==> src/hdl/cfc_pkg.sv <==
package cfc_pkg;

   localparam int SAMPLE_BITS_DEF = 16;
   localparam int TIMER_BITS_DEF  = 16;

   localparam int THR_BITS    = 16;
   localparam int SETTLE_BITS = 16;
   localparam int Q_FRAC_BITS = 16;

   localparam int APB_ADDR_BITS = 5;
   localparam int APB_DATA_BITS = 32;

   // register indexes, byte address is 4 * index
   localparam logic [2:0] REG_THR_ACTIVE     = 3'd0;
   localparam logic [2:0] REG_THR_DISCONNECT = 3'd1;
   localparam logic [2:0] REG_THR_FUSE       = 3'd2;
   localparam logic [2:0] REG_SETTLE_MS      = 3'd3;
   localparam logic [2:0] REG_MONITOR_ENABLE = 3'd4;

   // midpoints of 0, 1/93.8, 1/70.6 and 1/47.4 in Q0.16, truncated
   localparam logic [THR_BITS-1:0]    THR_ACTIVE_RST     = 16'd349;
   localparam logic [THR_BITS-1:0]    THR_DISCONNECT_RST = 16'd813;
   localparam logic [THR_BITS-1:0]    THR_FUSE_RST       = 16'd1155;
   localparam logic [SETTLE_BITS-1:0] SETTLE_MS_RST      = 16'd100;

   localparam logic [1:0] CLS_ACTIVE       = 2'd0;
   localparam logic [1:0] CLS_DISCONNECTED = 2'd1;
   localparam logic [1:0] CLS_FUSE         = 2'd2;
   localparam logic [1:0] CLS_NORMAL       = 2'd3;

   localparam logic MODE_TICK   = 1'b0;
   localparam logic MODE_SAMPLE = 1'b1;

   typedef struct packed {
      logic [THR_BITS-1:0]    thr_active;
      logic [THR_BITS-1:0]    thr_disconnect;
      logic [THR_BITS-1:0]    thr_fuse;
      logic [SETTLE_BITS-1:0] settle_ms;
      logic                   monitor_enable;
   } cfg_type;

   typedef struct packed {
      logic [1:0] code;
      logic       active;
      logic       normal;
      logic       warn;
      logic       err;
   } status_type;

endpackage

==> src/hdl/cfc_csr.sv <==
module cfc_csr (
   input  logic                                clock,
   input  logic                                reset,
   input  logic                                psel,
   input  logic                                penable,
   input  logic                                pwrite,
   input  logic [cfc_pkg::APB_ADDR_BITS-1:0]   paddr,
   input  logic [cfc_pkg::APB_DATA_BITS-1:0]   pwdata,
   output logic [cfc_pkg::APB_DATA_BITS-1:0]   prdata,
   output logic                                pready,
   output cfc_pkg::cfg_type                    cfg
);
   import cfc_pkg::*;

   cfg_type    cfg_ff;
   cfg_type    cfg_in;
   logic [2:0] reg_index;
   logic       wr_en;

   assign reg_index = paddr[APB_ADDR_BITS-1:2];
   assign pready    = 1'b1;
   assign wr_en     = psel && penable && pwrite && pready;

   always_comb begin
      cfg_in = cfg_ff;
      if (wr_en) begin
         unique case (reg_index)
            REG_THR_ACTIVE:     cfg_in.thr_active     = pwdata[THR_BITS-1:0];
            REG_THR_DISCONNECT: cfg_in.thr_disconnect = pwdata[THR_BITS-1:0];
            REG_THR_FUSE:       cfg_in.thr_fuse       = pwdata[THR_BITS-1:0];
            REG_SETTLE_MS:      cfg_in.settle_ms      = pwdata[SETTLE_BITS-1:0];
            REG_MONITOR_ENABLE: cfg_in.monitor_enable = pwdata[0];
            default:            cfg_in = cfg_ff;
         endcase
      end
   end

   always_comb begin
      unique case (reg_index)
         REG_THR_ACTIVE:     prdata = APB_DATA_BITS'(cfg_ff.thr_active);
         REG_THR_DISCONNECT: prdata = APB_DATA_BITS'(cfg_ff.thr_disconnect);
         REG_THR_FUSE:       prdata = APB_DATA_BITS'(cfg_ff.thr_fuse);
         REG_SETTLE_MS:      prdata = APB_DATA_BITS'(cfg_ff.settle_ms);
         REG_MONITOR_ENABLE: prdata = APB_DATA_BITS'(cfg_ff.monitor_enable);
         default:            prdata = '0;
      endcase
   end

   always_ff @(posedge clock) begin
      if (reset) begin
         cfg_ff.thr_active     <= THR_ACTIVE_RST;
         cfg_ff.thr_disconnect <= THR_DISCONNECT_RST;
         cfg_ff.thr_fuse       <= THR_FUSE_RST;
         cfg_ff.settle_ms      <= SETTLE_MS_RST;
         cfg_ff.monitor_enable <= 1'b1;
      end else begin
         cfg_ff <= cfg_in;
      end
   end

   assign cfg = cfg_ff;

endmodule

==> src/hdl/cfc_classify.sv <==
module cfc_classify #(
   parameter int SAMPLE_BITS = cfc_pkg::SAMPLE_BITS_DEF
) (
   input  logic [SAMPLE_BITS-1:0] supply,
   input  logic [SAMPLE_BITS-1:0] clamp,
   input  cfc_pkg::cfg_type       cfg,
   output logic [1:0]             cls
);
   import cfc_pkg::*;

   localparam int PW = SAMPLE_BITS + Q_FRAC_BITS;

   logic [PW-1:0] lhs;
   logic [PW-1:0] prod_active;
   logic [PW-1:0] prod_disconnect;
   logic [PW-1:0] prod_fuse;

   // clamp * 2^16 against supply * ratio, three products side by side
   assign lhs             = {clamp, {Q_FRAC_BITS{1'b0}}};
   assign prod_active     = PW'(supply) * PW'(cfg.thr_active);
   assign prod_disconnect = PW'(supply) * PW'(cfg.thr_disconnect);
   assign prod_fuse       = PW'(supply) * PW'(cfg.thr_fuse);

   // first comparison that holds wins, also with unordered thresholds
   always_comb begin
      priority if (lhs < prod_active) begin
         cls = CLS_ACTIVE;
      end else if (lhs < prod_disconnect) begin
         cls = CLS_DISCONNECTED;
      end else if (lhs < prod_fuse) begin
         cls = CLS_FUSE;
      end else begin
         cls = CLS_NORMAL;
      end
   end

endmodule

==> src/hdl/cfc_state.sv <==
module cfc_state #(
   parameter int TIMER_BITS = cfc_pkg::TIMER_BITS_DEF
) (
   input  logic                 clock,
   input  logic                 reset,
   input  logic                 fire,
   input  logic                 mode,
   input  logic [1:0]           cls,
   input  cfc_pkg::cfg_type     cfg,
   output cfc_pkg::status_type  status_next
);
   import cfc_pkg::*;

   localparam int CW = (TIMER_BITS > SETTLE_BITS) ? TIMER_BITS : SETTLE_BITS;

   status_type              status_ff;
   status_type              status_in;
   logic [TIMER_BITS-1:0]   settle_count_ff;
   logic [TIMER_BITS-1:0]   settle_count_in;
   logic [CW-1:0]           settle_wide;
   logic [CW-1:0]           timer_max_wide;
   logic [TIMER_BITS-1:0]   settle_load;
   logic                    expired;

   // saturate the reload when the counter is narrower than the register
   assign settle_wide    = CW'(cfg.settle_ms);
   assign timer_max_wide = CW'({TIMER_BITS{1'b1}});
   assign settle_load    = (settle_wide > timer_max_wide) ?
                           timer_max_wide[TIMER_BITS-1:0] : settle_wide[TIMER_BITS-1:0];

   always_comb begin
      status_in       = status_ff;
      settle_count_in = settle_count_ff;
      expired         = 1'b0;
      if (mode == MODE_TICK) begin
         if (settle_count_ff != '0) begin
            settle_count_in = settle_count_ff - 1'b1;
         end
      end else if (cfg.monitor_enable) begin
         if (cls != status_ff.code) begin
            status_in.code  = cls;
            settle_count_in = settle_load;
         end
         expired          = (settle_count_in == '0);
         status_in.active = 1'b0;
         status_in.normal = 1'b0;
         status_in.warn   = 1'b0;
         status_in.err    = 1'b0;
         unique case (cls)
            CLS_ACTIVE:       status_in.active = 1'b1;
            CLS_NORMAL:       status_in.normal = 1'b1;
            CLS_DISCONNECTED: status_in.warn   = expired;
            CLS_FUSE:         status_in.err    = expired;
            default:          status_in.normal = 1'b0;
         endcase
      end
   end

   always_ff @(posedge clock) begin
      if (reset) begin
         status_ff.code   <= CLS_NORMAL;
         status_ff.active <= 1'b0;
         status_ff.normal <= 1'b0;
         status_ff.warn   <= 1'b0;
         status_ff.err    <= 1'b0;
         settle_count_ff  <= '0;
      end else if (fire) begin
         status_ff       <= status_in;
         settle_count_ff <= settle_count_in;
      end
   end

   assign status_next = status_in;

endmodule

==> src/hdl/clamp_fault_classifier.sv <==
// Clamp fault classifier. Each req beat is a 1 ms tick (mode 0) or a supply/clamp sample
// pair (mode 1), and each one yields exactly one rsp beat carrying the current class and
// the held status flags. A sample is classified against three Q0.16 ratios of the supply
// with three parallel multiply-compares, all combinational between the input register
// and the result register: throughput is one beat per clock while rsp_ready is high, and
// a taken beat passes the input register and then the result register on its way to rsp.
// Fault flags rise only once the settling count, decremented by ticks and reloaded on a
// class change, has reached zero. Registers sit on the APB port at byte addresses 0x00,
// 0x04, 0x08, 0x0C and 0x10 and should only be written while no beats are in flight.
module clamp_fault_classifier #(
   parameter int SAMPLE_BITS = cfc_pkg::SAMPLE_BITS_DEF,
   parameter int TIMER_BITS  = cfc_pkg::TIMER_BITS_DEF
) (
   input  logic                              clock,
   input  logic                              reset,

   input  logic                              req_valid,
   output logic                              req_ready,
   input  logic                              req_mode,
   input  logic [SAMPLE_BITS-1:0]            req_supply_sample,
   input  logic [SAMPLE_BITS-1:0]            req_clamp_sample,

   output logic                              rsp_valid,
   input  logic                              rsp_ready,
   output logic [1:0]                        rsp_clamp_code,
   output logic                              rsp_flag_active,
   output logic                              rsp_flag_normal,
   output logic                              rsp_warn_disconnected,
   output logic                              rsp_err_fuse_blown,

   input  logic                              psel,
   input  logic                              penable,
   input  logic                              pwrite,
   input  logic [cfc_pkg::APB_ADDR_BITS-1:0] paddr,
   input  logic [cfc_pkg::APB_DATA_BITS-1:0] pwdata,
   output logic [cfc_pkg::APB_DATA_BITS-1:0] prdata,
   output logic                              pready
);
   import cfc_pkg::*;

   cfg_type                 cfg;
   logic                    in_valid_ff;
   logic                    in_valid_in;
   logic                    mode_ff;
   logic [SAMPLE_BITS-1:0]  supply_ff;
   logic [SAMPLE_BITS-1:0]  clamp_ff;
   logic                    rsp_valid_ff;
   logic                    rsp_valid_in;
   status_type              rsp_status_ff;
   status_type              status_next;
   logic [1:0]              cls;
   logic                    out_open;
   logic                    fire;
   logic                    req_take;

   cfc_csr u_csr (
      .clock   (clock),
      .reset   (reset),
      .psel    (psel),
      .penable (penable),
      .pwrite  (pwrite),
      .paddr   (paddr),
      .pwdata  (pwdata),
      .prdata  (prdata),
      .pready  (pready),
      .cfg     (cfg)
   );

   cfc_classify #(
      .SAMPLE_BITS (SAMPLE_BITS)
   ) u_classify (
      .supply (supply_ff),
      .clamp  (clamp_ff),
      .cfg    (cfg),
      .cls    (cls)
   );

   cfc_state #(
      .TIMER_BITS (TIMER_BITS)
   ) u_state (
      .clock       (clock),
      .reset       (reset),
      .fire        (fire),
      .mode        (mode_ff),
      .cls         (cls),
      .cfg         (cfg),
      .status_next (status_next)
   );

   // result register free or being drained this cycle
   assign out_open  = !rsp_valid_ff || rsp_ready;
   assign fire      = in_valid_ff && out_open;
   assign req_ready = !in_valid_ff || out_open;
   assign req_take  = req_valid && req_ready;

   assign in_valid_in  = req_ready ? req_valid : in_valid_ff;
   assign rsp_valid_in = fire ? 1'b1 : (rsp_ready ? 1'b0 : rsp_valid_ff);

   always_ff @(posedge clock) begin
      if (reset) begin
         in_valid_ff  <= 1'b0;
         rsp_valid_ff <= 1'b0;
      end else begin
         in_valid_ff  <= in_valid_in;
         rsp_valid_ff <= rsp_valid_in;
      end
   end

   always_ff @(posedge clock) begin
      if (req_take) begin
         mode_ff   <= req_mode;
         supply_ff <= req_supply_sample;
         clamp_ff  <= req_clamp_sample;
      end
      if (fire) begin
         rsp_status_ff <= status_next;
      end
   end

   assign rsp_valid             = rsp_valid_ff;
   assign rsp_clamp_code        = rsp_status_ff.code;
   assign rsp_flag_active       = rsp_status_ff.active;
   assign rsp_flag_normal       = rsp_status_ff.normal;
   assign rsp_warn_disconnected = rsp_status_ff.warn;
   assign rsp_err_fuse_blown    = rsp_status_ff.err;

endmodule
==> config.mk <==
export PLATFORM = sky130hd
export DESIGN_NAME = clamp_fault_classifier
export DESIGN_NICKNAME = d
export VERILOG_FILES = /design/src/hdl/cfc_pkg.sv /design/src/hdl/cfc_csr.sv /design/src/hdl/cfc_classify.sv /design/src/hdl/cfc_state.sv /design/src/hdl/clamp_fault_classifier.sv
export SDC_FILE = /design/constraint.sdc
export NUM_CORES = 2
export LEC_CHECK = 0
export BUFFER_PORTS_ARGS = -buffer_cell sky130_fd_sc_hd__buf_2
export CORE_UTILIZATION = 56
export DETAILED_ROUTE_END_ITERATION = 6
export PLACE_DENSITY = 0.79
export SETUP_SLACK_MARGIN = 0.15
export SYNTH_ARGS = -nofsm -noshare
export SYNTH_HDL_FRONTEND = slang
export SYNTH_SLANG_ARGS = --single-unit
==> constraint.sdc <==
create_clock -name clock -period 12.5 [get_ports clock]
set_input_delay 0 -clock clock [delete_from_list [all_inputs] [get_ports clock]]
set_output_delay 0 -clock clock [all_outputs]
set_load 0.05 [all_outputs]
==> metrics.md <==
| Metric | Value |
|---|---|
| Outcome | `complete, no violations` |
| Die extent in y | `242 um` |
| GRT overflow | `0` |
| I/O pin count | `118` |
| Crit-path max cell delay | `0.85 ns` |
| Met2 usage | `0.476` |
| Layer with the highest usage | `met2` |
| Seq/Total Area, Yosys | `0.0915` |
| Peak VDD IR | `0.131 mV` |
| Layout Cells excl Fill | `4482` |
| Gpl congestion | `0.911` |
| DRT iter0 DRCs | `1840` |
| PortBufs | `82` |
| Fraction of registers with async set/reset | `0` |
| Seq cells post-synth | `128` |
| Highest clock rate | `0.0880 GHz` |
| Total Neg Setup Slack | `0 ns` |
| GR Util met1 | `0.372` |
| Nets | `4729` |
| Final Max Slew Viols | `0` |
| Number of flops mapped to enable cells by yosys | `39` |
| CTS root buf | `clkbuf_16` |
| WP buf/inv | `3` |
| DRC viols | `0` |
| Final setup violating endpoints | `0` |
| Vias | `25600` |
| Mapped Area | `32300 um2` |
| Worst slew pin tran | `1.19 ns` |
| Avg Vias per Cell | `5.71` |
| Area Overhead vs Synth | `6.34%` |
| Synth area leaders | `fa_1 36%, ha_1 14%, inv_1 8.2%, nand2_1 7.1%, and2_1 6.9%` |
| All-Layer GR Usage | `0.299` |
| WL/cell | `18.7 um` |
| Top-area cell type share of the netlist area | `0.361` |
| Worst Path Max Fanout | `27` |
| # fillers | `4689` |
| Yosys top cell by area | `fa_1` |
| Post-synthesis cell count | `3703` |
| Cell Pwr Density | `129 nW/um2` |
| Post-synth top cells | `701 x inv_1, 610 x nand2_1, 582 x fa_1` |
| Worst skew pair latency | `0.49 ns` |
| WS Path Type | `flop to flop` |
| Vias in the first global route | `26700` |
| Clock buffer depth | `2` |
| CP delay by family, top | `adder cells` |
| Arrival @ worst endpoint | `11.70 ns` |
| Placed cell area | `33200 um2` |
| 1st-pass router iterations | `5` |
| Initial Util | `0.569` |
| Startpoint Class | `flop` |
| Post-synth top flop | `dfxtp_1` |
| Final period utilization | `0.909` |
| Largest net degree at the start of global routing | `90` |
| Worst min path class | `primary input to flop` |
| Setup repair bufs after CTS | `0` |
| Row cnt | `87` |
| Max_cap viols | `0` |
| Clk slew on worst S/H paths | `0.09 ns` |
| Die ar. | `58600 um2` |
| Die W | `242 um` |
| WL final | `83.9 mm` |
| Endpoint class of the critical path | `flop` |
| Req. time, crit path | `12.83 ns` |
| Max H-tree Level | `4` |
| Final Cell Area | `34300 um2` |
| Top-count cell post-synth | `inv_1` |
| Final Hold Vio Count | `0` |
| Initial antenna violation count | `7` |
| Crit-path slowest cell | `edfxtp_1` |
| Leakage | `0.0172 uW` |
| # clock sinks | `128` |
| Layout cells sized above 1 | `0.0537` |
| Met3 Track Usage GR | `0.0778` |
| Core Util, Final | `0.605` |
| DP HPWL | `64.4 mm` |
| Post-DRT Antenna Nets | `0` |
| Core area | `56700 um2` |
| Top cell by count, worst path | `fa_1` |
| Unique masters post-synth | `80` |
| Dpl cells | `4394` |
| Syn_area_per_cell | `8.72 um2` |
| RSZ-0062 raised after global routing | `no` |
| YS warnings | `0` |
| Resized Gates After CTS | `0` |
| First-pass GRT wire length | `138 mm` |
| Post-layout min period | `11.36 ns` |
| Worst rel slew slack | `0.200` |
| Max Clock Skew | `0.0252 ns` |
| CTS tree | `done` |
| CTS buffer count | `17` |
==> cell usage in the layout (no fill, tap or decap), drive strengths merged, types with 8 or more instances in the layout <==
master,instances
edfxtp,39
nor2,76
nor4,11
o21a,15
nand2,610
nand3b,24
nor3b,13
and2,357
xnor2,35
dlygate4sd3,52
a211oi,9
a21oi,137
or3,18
o21ai,62
fa,582
nor2b,28
o211ai,9
a2111oi,9
inv,712
or2,8
ha,361
dfxtp,89
buf,123
mux4,16
a31oi,16
nand4,12
nand2b,24
nand3,27
conb,17
a21o,37
clkbuf,17
nor3,25
mux2i,9
xor2,31
==> worst min-delay path, cell delays in order <==
cell	delay [ns]
buf_2	0.10
nand4_1	0.14
nor2_1	0.12
nand2_1	0.08
a21oi_1	0.05
==> per-stage QoR <==
| step | hold WS, ns | total power [uW] | worst slack [ns] |
|---|---|---|---|
| CTS | 0.0454 | 4430 | 1.23 |
| global route | 0.0737 | 4940 | 0.592 |
| floorplan | 0.0989 | 3130 | 2.78 |
| detailed placement | 0.179 | 3830 | 1.31 |
| finish | 0.0657 | 4440 | 1.14 |
| global placement | 0.176 | 3760 | 1.40 |
==> layout make-up <==
cell class / instances / area [um2] / share of cell area
Antenna cell: 4 / 10.0 / 0.000292
Timing Repair Buffer: 175 / 1240 / 0.0361
Tap cell: 756 / 946 / 0.0276
Sequential cell: 128 / 2950 / 0.0860
Clock buffer: 17 / 425 / 0.0124
Clock inverter: 15 / 184 / 0.00536
Multi-Input combinational cell: 2686 / 25900 / 0.756
Inverter: 701 / 2630 / 0.0766
==> final timing paths <==
kind,startpoint,endpoint,slack (ns),depth (start not counted)
setup reg to reg,supply_ff[12]$_DFFE_PP_,u_state.settle_count_ff[10]$_SDFFE_PP0P_,1.14,34
setup / recovery,supply_ff[12]$_DFFE_PP_,u_state.settle_count_ff[10]$_SDFFE_PP0P_,1.14,34
hold reg to reg,u_state.status_ff[0]$_SDFFE_PP0P_,u_state.status_ff[0]$_SDFFE_PP0P_,0.46,2
hold / removal,pwrite,u_csr.cfg[12]$_SDFFE_PP0P_,0.07,5
==> power by group <==
group / internal (uW) / switching, uW
logic: 1470 / 1930
clock network: 274 / 289
registers: 444 / 38.4
total: 2180 / 2260
==> state kept, by name, indices dropped and copies added, names as in the netlist, 2 cells and up <==
name and count:
rsp_clamp_code 2, u_state.settle_count_ff 16, u_state.status_ff 6, clamp_ff 16, supply_ff 16, u_csr.cfg 65
==> layer usage <==
layer	routed length [um]	up-vias
li1	-	11500
met1	32600	12800
met2	38700	1114
met3	8000	232
met4	4640	6
met5	28	-
==> logic make-up after synthesis <==
group | Yosys count | share of synthesized area
buffers and inverters | 904 | 0.107
AOI/OAI and AO/OA | 375 | 0.0757
muxes | 30 | 0.0157
DFF | 128 | 0.0915
xor gates and xnor gates | 66 | 0.0179
and+or+nand+nor | 1255 | 0.191
adders and majority gates | 943 | 0.501
other | 2 | 0.000233
==> repair_timing <==
action                                  4_1_cts  5_1_grt
hold buffers                                 52        0
endpoints found under the hold margin       101        0
endpoints found under the setup margin        0        0
Power figures use the tool's default switching activity.
